--- src/hw/rtl/qfrm_pkg.sv ---
// ----------------------------------------------------------------------------
// qfrm_pkg
// Shared types and constants for the rotation-matrix-to-quaternion block.
// ----------------------------------------------------------------------------
package qfrm_pkg;

    localparam int FRAC_BITS_DEF = 14;
    localparam int RAD_W         = 32;
    localparam int TERM_W        = 18;
    localparam int QDEPTH        = 4;
    localparam int QUO_W         = 16;

    typedef enum logic [1:0] {
        LEAD_W = 2'd0,
        LEAD_X = 2'd1,
        LEAD_Y = 2'd2,
        LEAD_Z = 2'd3
    } lead_t;

    typedef struct packed {
        logic signed [15:0] m00;
        logic signed [15:0] m01;
        logic signed [15:0] m02;
        logic signed [15:0] m10;
        logic signed [15:0] m11;
        logic signed [15:0] m12;
        logic signed [15:0] m20;
        logic signed [15:0] m21;
        logic signed [15:0] m22;
    } item_t;

    typedef struct packed {
        logic signed [15:0] qw;
        logic signed [15:0] qx;
        logic signed [15:0] qy;
        logic signed [15:0] qz;
        logic               bad_input;
    } result_t;

    typedef struct packed {
        logic                          bad;
        lead_t                         lead;
        logic signed [RAD_W-1:0]       rad;
        logic [3:0][TERM_W-1:0]        d;
    } cls_t;

    typedef struct packed {
        logic  bad;
        lead_t lead;
    } tag_t;

endpackage

--- src/hw/rtl/qfrm_queue.sv ---
// ----------------------------------------------------------------------------
// qfrm_queue
// Short queue that decouples classification from the arithmetic pipeline.
// ----------------------------------------------------------------------------
module qfrm_queue (
    input  logic              clk,
    input  logic              rst_n,
    input  logic              push_valid,
    output logic              push_ok,
    input  qfrm_pkg::cls_t    push_data,
    output logic              pop_valid,
    input  logic              pop,
    output qfrm_pkg::cls_t    pop_data
);

    localparam int D  = qfrm_pkg::QDEPTH;
    localparam int PW = $clog2(D);
    localparam int CW = $clog2(D + 1);

    qfrm_pkg::cls_t mem [D];
    logic [PW-1:0]  wr_reg, rd_reg;
    logic [CW-1:0]  cnt_reg;
    logic           do_push, do_pop;

    assign pop_valid = (cnt_reg != '0);
    assign do_pop    = pop && pop_valid;
    assign push_ok   = (cnt_reg != CW'(D)) || do_pop;
    assign do_push   = push_valid && push_ok;
    assign pop_data  = mem[rd_reg];

    always_ff @(posedge clk or negedge rst_n)
    begin
        if (!rst_n)
        begin
            wr_reg  <= '0;
            rd_reg  <= '0;
            cnt_reg <= '0;
        end
        else
        begin
            if (do_push)
            begin
                wr_reg <= (wr_reg == PW'(D - 1)) ? '0 : wr_reg + 1'b1;
            end
            if (do_pop)
            begin
                rd_reg <= (rd_reg == PW'(D - 1)) ? '0 : rd_reg + 1'b1;
            end
            cnt_reg <= cnt_reg + CW'(do_push) - CW'(do_pop);
        end
    end

    always_ff @(posedge clk)
    begin
        if (do_push)
        begin
            mem[wr_reg] <= push_data;
        end
    end

    a_cnt_bound: assert property (@(posedge clk) disable iff (!rst_n)
        cnt_reg <= CW'(D))
        else $error("queue count beyond depth");

    a_cnt_step: assert property (@(posedge clk) disable iff (!rst_n)
        (do_push && !do_pop) |=> cnt_reg == $past(cnt_reg) + 1'b1)
        else $error("queue count did not advance on push");

endmodule

--- config.mk ---
export PLATFORM = sky130hd
export DESIGN_NAME = qfrm_queue
export DESIGN_NICKNAME = d
export VERILOG_FILES = /design/src/hw/rtl/qfrm_pkg.sv /design/src/hw/rtl/qfrm_queue.sv
export SDC_FILE = /design/constraint.sdc
export NUM_CORES = 1
export LEC_CHECK = 0
export ABC_AREA = 1
export BUFFER_PORTS_ARGS = -buffer_cell sky130_fd_sc_hd__buf_2
export CORE_AREA = 2 2 205 207
export CTS_BUF_LIST = sky130_fd_sc_hd__clkbuf_4 sky130_fd_sc_hd__clkbuf_8
export CTS_CLUSTER_DIAMETER = 30
export DETAILED_ROUTE_END_ITERATION = 6
export DIE_AREA = 0 0 207 209
export PLACE_DENSITY = 0.64
export SYNTH_ARGS = -nofsm -noshare
export SYNTH_HDL_FRONTEND = slang
export SYNTH_SLANG_ARGS = --single-unit
--- constraint.sdc ---
create_clock -name clk -period 11 [get_ports clk]
set_clock_uncertainty 0.15 [all_clocks]
set_input_delay 0.55 -clock clk [delete_from_list [all_inputs] [get_ports clk]]
set_output_delay 0.55 -clock clk [all_outputs]
set_load 0.005 [all_outputs]
==> run summary <==
Post-route antenna net violation count - 0
GRT Overall Usage - 0.1605
FF/Latch Area - 13040 µm²
Flop pwr share - 0.397
Sw frac - 0.3192
CTS Sinks - 435
Fin. max-slew vios - 0
HP Class - in -> reg
Post-synthesis cell area - 17430 µm²
Total negative slack - 0 ps
Most frequent cells after synthesis - edfxtp_1, nand2_1, inv_1
CTS clk-pin slew, worst paths - 50 ps
Die ar. - 43260 µm²
Filler cells - 3424
Placed wire-length estimate - 19340 µm
Post-detailed-route wirelength per cell - 15.23 µm
Vias in the first global route - 10590
Period utilization - 0.3548
I/O pin count - 220
Total number of vias - 10740
Endpoints failing hold - 0
Total of warnings raised by yosys - 0
Post-synth EDFFs - 428
Register area share after synthesis - 0.7476
Layout cells sized above 1 - 0.2269
Count of unique library cells instantiated by Yosys - 21
H-tree depth - 3
Final setup margin - 7097 ps
Num CTS Buffers - 93
Cells after Synth - 1304
Area leader, netlist - edfxtp_1
CTS tree - done
Setup-failing EPs final - 0
F_max - 256.2 MHz
Worst skew pair latency - 610 ps
Syn nets - 1423
RSZ-0062 raised after global routing - no
Comb pwr share - 0.269
Dpl ws - 7592 ps
DRC violations left - 0
Largest net degree at the start of global routing - 125
Critical Path RT - 10300 ps
Longest Clk Path Bufs - 3
Net load switching power - 1.858 mW
Die height - 209 µm
Seq cells post-synth - 435
Final weighted congestion in routability-driven placement - 0.7279
Max reg flops - 428
Rel. slew slack - 0.2125
GR Overflow Total - 0
Pre-antenna DRT Iters - 5
Die Span X - 207 µm
Root Buffer - clkbuf_8
Worst endpoint data arrival time - 3200 ps
Syn Area/Cell - 13.36 µm²
Yosys top cell area share - 0.7376
Crit path kind - reg -> out
Area of the multi-input gates - 2930 µm²
Synth top area cells - edfxtp_1, nand2_1, inv_1, o211ai_1, a21oi_1
Internal - 3.963 mW
Maxcap violations - 0
Tmin final - 3903 ps
1st-iter DRT viols - 584
Crit-path max FO - 124
Initial antenna violation count - 2
Most common cell in the netlist - edfxtp_1
Proportion of power drawn by the clock network - 0.335
Ys async rst share - 0.01609
First-pass GRT wire length - 54990 µm
Postcts setup bufs - 0
Core Rows - 75
Core Area - 41290 µm²
Lkg Pwr - 8.786 nW
Post-layout nets - 1787
Area Growth Syn to Fin - 25.81%
Worst IR Drop VDD - 0.0001538 V
Status - completed
Total wire length - 34790 µm
Port Buffers - 219
CP startpoint kind - register
PwrDens - 265.5 nW/µm²
Crit. End Element - primary output
Via density - 4.701
Starting density of the core - 0.4220
Slew at the pin closest to its max-slew limit - 1181 ps
Ys flop type - edfxtp_1
worst paths after layout:
check / from / endpoint / slack, ps / cells after the start
setup / recovery: rd_reg[0]$_DFFE_PN0N_ / pop_data[80] / 7100 / 5
hold / removal: pop / rd_reg[1]$_DFFE_PN0N_ / 70 / 3
setup reg to reg: cnt_reg[2]$_DFF_PN0_ / mem[2][91]$_DFFE_PP_ / 7830 / 7
hold reg to reg: cnt_reg[0]$_DFF_PN0_ / cnt_reg[0]$_DFF_PN0_ / 390 / 1
max in group asynchronous: rst_n / rd_reg[0]$_DFFE_PN0N_ / 10370 / 2
min in group asynchronous: rst_n / rd_reg[1]$_DFFE_PN0N_ / 150 / 2
stage by stage:
| stage | std cells | cell area, µm² | power [mW] | hold slack, ps | util |
|---|---|---|---|---|---|
| after floorplan | 1304 | 17430 | 3.457 | 104.4 | - |
| after global placement | 2003 | 18680 | 3.875 | 244.8 | 0.4525 |
| after detailed placement | 2003 | 18680 | 3.913 | 250.1 | 0.4525 |
| after CTS | 2284 | 21920 | 5.915 | 7.619 | 0.5309 |
| after global routing | 2285 | 21920 | 6.188 | 35.10 | 0.5309 |
| final | 2285 | 21920 | 5.820 | 72.00 | 0.5309 |
power by group through the flow:
stage | Sequential (mW) | Clock, mW | Combinational, mW
2_1_floorplan | 2.31 | 0 | 1.15
3_3_place_gp | 2.33 | 0 | 1.54
3_5_place_dp | 2.35 | 0 | 1.57
4_1_cts | 2.31 | 2.00 | 1.61
5_1_grt | 2.34 | 2.07 | 1.77
6_report | 2.31 | 1.95 | 1.56
cell usage in the layout (no fill, tap or decap):
cell           instances
inv_1                226
bufinv_16             15
o211ai_1             107
clkinv_2              14
fa_1                   1
nand3_1                4
dfrtp_4                2
nor2_1                 4
inv_6                  4
xor2_1                 1
buf_4                 13
nand2_1              229
clkinv_1              14
o21ai_0                7
nor2_4                 4
buf_2                219
dlygate4sd3_1        109
dfrtp_1                5
clkbuf_8              94
diode_2                1
clkinvlp_4             9
ha_1                   7
clkinv_8               1
edfxtp_1             428
clkinv_4               3
clkbuf_4              18
a21oi_1              107
o21ai_1              100
kinds of logic after synthesis:
family	synth area share
xor+xnor	0.0005027
fa+ha+maj	0.006175
simple gates	0.05220
compound gates	0.1076
buf+inv	0.08595
flops	0.7476
timing repair:
action / in CTS / in global routing
hold buffers: 109 / 0
endpoints found under the hold margin: 437 / 0
gates resized for setup: 0 / 0
worst max-delay path, cell delays in order (launching register included):
cell and delay (ps):
dfrtp_4 970, buf_4 980, a21oi_1 160, o21ai_1 120, nand2_1 100, buf_2 140
cell type report:
cell class / instances / share of cell area
inverters: 226 / 0.03870
diodes: 1 / 0.0001141
flip-flops and latches: 435 / 0.5946
clock buffers: 112 / 0.06518
multi-input cells: 571 / 0.1337
repair buffers: 341 / 0.1042
clock inverters: 60 / 0.03276
well taps: 539 / 0.03076
per-layer routing:
layer	vias up	part of all wire	global-route usage	routed length (µm)
met1	5139	0.43	0.2004	14900
met4	0	0.021	0.06650	724
li1	5306	-	-	-
met5	-	0	0	0
met2	239	0.50	0.2659	17310
met3	58	0.054	0.04268	1862
No activity file was read; power rests on OpenSTA's default activity.
