### config.mk
export PLATFORM = sky130hd
export DESIGN_NAME = qfrm_front
export DESIGN_NICKNAME = d
export VERILOG_FILES = /design/src/hw/rtl/qfrm_pkg.sv /design/src/hw/rtl/qfrm_front.sv
export SDC_FILE = /design/constraint.sdc
export NUM_CORES = 1
export LEC_CHECK = 0
export BUFFER_PORTS_ARGS = -buffer_cell sky130_fd_sc_hd__buf_2
export CORE_UTILIZATION = 60
export DETAILED_ROUTE_END_ITERATION = 6
export PLACE_DENSITY = 0.84
export SKIP_CTS_REPAIR_TIMING = 1
export SYNTH_ARGS = -nofsm -noshare
export SYNTH_HDL_FRONTEND = slang
export SYNTH_SLANG_ARGS = --single-unit
export TNS_END_PERCENT = 1
### constraint.sdc
create_clock -name clk -period 6.3 [get_ports clk]
set_clock_uncertainty 0.15 [all_clocks]
set_input_delay 0.315 -clock clk [delete_from_list [all_inputs] [get_ports clk]]
set_output_delay 0.315 -clock clk [all_outputs]
set_load 0.1 [all_outputs]
### src/hw/rtl/qfrm_pkg.sv
// ----------------------------------------------------------------------------
// qfrm_pkg
// Shared types and constants for the rotation-matrix-to-quaternion block.
// ----------------------------------------------------------------------------
package qfrm_pkg;

    localparam int FRAC_BITS_DEF = 14;
    localparam int RAD_W         = 32;
    localparam int TERM_W        = 18;
    localparam int QDEPTH        = 4;
    localparam int QUO_W         = 16;

    typedef enum logic [1:0] {
        LEAD_W = 2'd0,
        LEAD_X = 2'd1,
        LEAD_Y = 2'd2,
        LEAD_Z = 2'd3
    } lead_t;

    typedef struct packed {
        logic signed [15:0] m00;
        logic signed [15:0] m01;
        logic signed [15:0] m02;
        logic signed [15:0] m10;
        logic signed [15:0] m11;
        logic signed [15:0] m12;
        logic signed [15:0] m20;
        logic signed [15:0] m21;
        logic signed [15:0] m22;
    } item_t;

    typedef struct packed {
        logic signed [15:0] qw;
        logic signed [15:0] qx;
        logic signed [15:0] qy;
        logic signed [15:0] qz;
        logic               bad_input;
    } result_t;

    typedef struct packed {
        logic                          bad;
        lead_t                         lead;
        logic signed [RAD_W-1:0]       rad;
        logic [3:0][TERM_W-1:0]        d;
    } cls_t;

    typedef struct packed {
        logic  bad;
        lead_t lead;
    } tag_t;

endpackage

### src/hw/rtl/qfrm_front.sv
// ----------------------------------------------------------------------------
// qfrm_front
// Classifies a matrix: picks the branch, forms radicand and element terms.
// ----------------------------------------------------------------------------
module qfrm_front #(
    parameter int FRAC_BITS = qfrm_pkg::FRAC_BITS_DEF
) (
    input  logic                clk,
    input  logic                rst_n,
    input  logic                item_valid,
    output logic                item_stall,
    input  qfrm_pkg::item_t     item,
    output logic                cls_valid,
    input  logic                cls_taken,
    output qfrm_pkg::cls_t      cls
);

    localparam int RW = qfrm_pkg::RAD_W;
    localparam int TW = qfrm_pkg::TERM_W;

    logic                  valid_reg;
    qfrm_pkg::cls_t        cls_reg;
    qfrm_pkg::cls_t        cls_next;
    logic signed [RW-1:0]  one_s;
    logic signed [TW-1:0]  e00, e01, e02, e10, e11, e12, e20, e21, e22;
    logic signed [TW-1:0]  tr;

    assign one_s = RW'(1) << FRAC_BITS;
    assign e00 = TW'(item.m00);
    assign e01 = TW'(item.m01);
    assign e02 = TW'(item.m02);
    assign e10 = TW'(item.m10);
    assign e11 = TW'(item.m11);
    assign e12 = TW'(item.m12);
    assign e20 = TW'(item.m20);
    assign e21 = TW'(item.m21);
    assign e22 = TW'(item.m22);
    assign tr  = e00 + e11 + e22;

    always_comb
    begin
        cls_next = '0;
        if (tr > 0)
        begin
            cls_next.lead = qfrm_pkg::LEAD_W;
            cls_next.rad  = one_s + RW'(tr);
            cls_next.d[1] = e21 - e12;
            cls_next.d[2] = e02 - e20;
            cls_next.d[3] = e10 - e01;
        end
        else if (e00 > e11 && e00 > e22)
        begin
            cls_next.lead = qfrm_pkg::LEAD_X;
            cls_next.rad  = one_s + RW'(e00 - e11 - e22);
            cls_next.d[0] = e21 - e12;
            cls_next.d[2] = e01 + e10;
            cls_next.d[3] = e02 + e20;
        end
        else if (e11 > e22)
        begin
            cls_next.lead = qfrm_pkg::LEAD_Y;
            cls_next.rad  = one_s + RW'(e11 - e00 - e22);
            cls_next.d[0] = e02 - e20;
            cls_next.d[1] = e01 + e10;
            cls_next.d[3] = e12 + e21;
        end
        else
        begin
            cls_next.lead = qfrm_pkg::LEAD_Z;
            cls_next.rad  = one_s + RW'(e22 - e00 - e11);
            cls_next.d[0] = e10 - e01;
            cls_next.d[1] = e02 + e20;
            cls_next.d[2] = e12 + e21;
        end
        cls_next.bad = (cls_next.rad <= 0);
    end

    assign item_stall = valid_reg && !cls_taken;

    always_ff @(posedge clk or negedge rst_n)
    begin
        if (!rst_n)
        begin
            valid_reg <= 1'b0;
        end
        else if (!item_stall)
        begin
            valid_reg <= item_valid;
        end
    end

    always_ff @(posedge clk)
    begin
        if (!item_stall && item_valid)
        begin
            cls_reg <= cls_next;
        end
    end

    assign cls_valid = valid_reg;
    assign cls       = cls_reg;

endmodule

==> results.txt <==
Hold Path Class -> in2reg
Final Routed Wirelength -> 45,400 µm
Crit Path Category -> in2reg
Dpl cells -> 2,378
Port Buffers -> 256
Worst Path Required -> 6260 ps
Worst-margin pin slew -> 891 ps
DRC -> 9
Slew HR -> 39.3%
Avg WL per Cell -> 18.9 µm
Hold path cells -> 2
First-pass GRT wire length -> 71,800 µm
RSZ-0062 raised after global routing -> no
Area share of the largest cell type after synthesis -> 22.9%
Largest register FFs -> 90
Max cap viols -> 0
Ranking of synthesized cells by area -> ha_1 (23%), edfxtp_1 (17%), fa_1 (9.2%)
R2r worst-path depth -> 3
Critical path data arrival time -> 4920 ps
Flip-flop and latch area -> 0.00273 mm²
Vias per cell -> 6.05
R2r setup slk -> 4100 ps
Post-synth top area cell -> ha_1
Initial detailed-routing violation count -> 1,299
GRT Total Usage -> 32.5%
Crit end category -> flop
Total congestion overflow -> 0
Area Overhead vs Synth -> 10.5%
Final ANT Viol Nets -> 0
Cells after synthesis -> 1,859
Setup violators final -> 0
Outcome -> complete, but fails checks
First drt pass iteration count -> 7
Post-synth EDFFs -> 90
Post-synth ARST share -> 1.10%
Worst-path clk slew -> 70 ps
Clock period minus final worst setup slack -> 4960 ps
Area after DPL -> 0.0175 mm²
Fin. max-slew vios -> 0
Die X -> 166 µm
TritonCTS clock tree -> done
Post-detail-place hpwl -> 37,300 µm
Fmax -> 202 MHz
Final instance area -> 0.0179 mm²
Post-synth top cells -> ha_1 (296), inv_1 (219), nor2_1 (153)
Vias in the first global route -> 14,300
Die area -> 0.0276 mm²
Number of synthesized register bits -> 91
Synth warn -> 0
Worst skew pair latency -> 350 ps
Seq/Total Area, Yosys -> 16.9%
Worst setup path startpoint -> item[3]
Hold path startpoint -> item_valid
Mapped Area -> 0.0162 mm²
Leakage power -> 8.56 nW
FILL cells -> 2,129
CTS sink cnt -> 91
Initial Util -> 61.6%
Violated checks -> design-rule violations
CTS Buffer Depth -> 2
Setup TNS -> 0 ps
P per Cell Area -> 281 mW/mm²
Syn_area_per_cell -> 8.69 µm²
Layout Cells excl Fill -> 2,397
Crit start category -> primary input
Share of post-route cells with drive strength above 1 -> 16.1%
Multi-input combinational cell area -> 0.0122 mm²
Final Cycle Share -> 78.7%
Antenna violations before repair -> 3
Vias post-DR -> 14,500
Io pins -> 257
Pin count of the biggest net entering global routing -> 112
Routability congestion estimate -> 0.949
Core Area -> 0.0262 mm²
Peak VDD IR -> 0.233 mV
Root Buffer Master -> clkbuf_16
Cell with the most instances after synthesis -> ha_1
Most used DFF post-synth -> edfxtp_1
Hold Fails Final Rpt -> 0
Largest fanout on the critical path -> 111
Fin nets -> 2,573
Yosys cell types -> 96
CTS Buf Count -> 9
CTS H-tree depth -> 3
Synth Net Count -> 2,377
Worst r2r src -> cls_valid
# rows -> 59
Die Ht -> 166 µm
==> final timing paths <==
check,end
max reg2reg,cls[18]
min,cls_valid
max in group asynchronous,cls_valid
min in group asynchronous,cls_valid
min reg2reg,cls_valid
max,cls[106]
==> worst max-delay path: stages <==
cell and delay, ps:
buf_2 130, inv_1 140, fa_1 570, inv_1 110, ha_1 380, a21o_1 250, a211oi_2 380, o21ai_1 190
a2111oi_2 480, nor2_1 150, o31ai_2 220, xor2_1 130, ha_1 230, a31oi_4 190, buf_12 410, mux2i_2 320
nor3_2 70, a21o_1 180
==> final cells by class <==
class / count / share of cell area, %
clock buffer: 9 / 1.26
tap: 335 / 2.35
antenna: 2 / 0.0280
inverter: 222 / 4.67
sequential: 91 / 15.3
multi-input combinational: 1468 / 68.3
clock inverter: 7 / 0.568
timing repair buffer: 263 / 7.55
==> cell usage in the layout (no fill, tap or decap), types with 15 or more instances in the layout <==
cell type  synthesis  final
inv_1            219    219
o31ai_1           16     16
fa_1              74     74
buf_2             15    256
ha_1             296    296
o21a_1            27     27
a21o_1            17     17
o21ai_0           85     85
nor3_1            47     47
or3_1             20     20
nand2_1          104    103
edfxtp_1          90     90
nor2b_1           37     37
a211oi_1          15     15
nor2_1           153    153
xnor2_1           86     86
a31oi_1           17     17
a21oi_1          117    117
xor2_1            40     40
nand3_1           18     18
mux2i_1           19     18
nand2b_1          22     22
o22ai_1           18     18
==> where the power goes <==
| group | switching [mW] | total (mW) | internal [mW] |
|---|---|---|---|
| Sequential | 0.0563 | 0.907 | 0.850 |
| Clock | 0.260 | 0.612 | 0.352 |
| Combinational | 2.44 | 3.50 | 1.06 |
==> stage by stage <==
stage	util [%]	power, mW	hold WS [ps]	setup WS (ps)
6_report	68.1	5.02	22.2	1340
4_1_cts	68.1	4.97	-432	1430
2_1_floorplan	-	3.64	-131	1990
3_5_place_dp	66.8	4.35	-60.1	1050
3_3_place_gp	66.8	4.29	-59.6	1210
5_1_grt	68.1	5.29	34.5	1040
==> layer usage <==
| metal | vias to the layer above | share of wire (%) | global-route usage (%) |
|---|---|---|---|
| met5 | - | 0.029 | 0 |
| met4 | 2 | 4.9 | 16.5 |
| met3 | 135 | 6.1 | 2.24 |
| met2 | 607 | 47 | 56.1 |
| met1 | 6864 | 42 | 41.2 |
| li1 | 6890 | - | - |
==> kinds of logic (layout without fill, tap and decap cells) <==
group / count (synthesis) / after routing / synth area share [%]
compound gates: 475 / 475 / 20.3
simple gates: 471 / 471 / 14.4
fa+ha+maj: 370 / 370 / 32.1
buf+inv: 300 / 501 / 7.75
xor+xnor: 126 / 126 / 6.83
flops: 91 / 91 / 16.9
mux: 26 / 26 / 1.72
other cells: 0 / 2 / 0
Note: power is estimated with default switching activity, not from simulation.
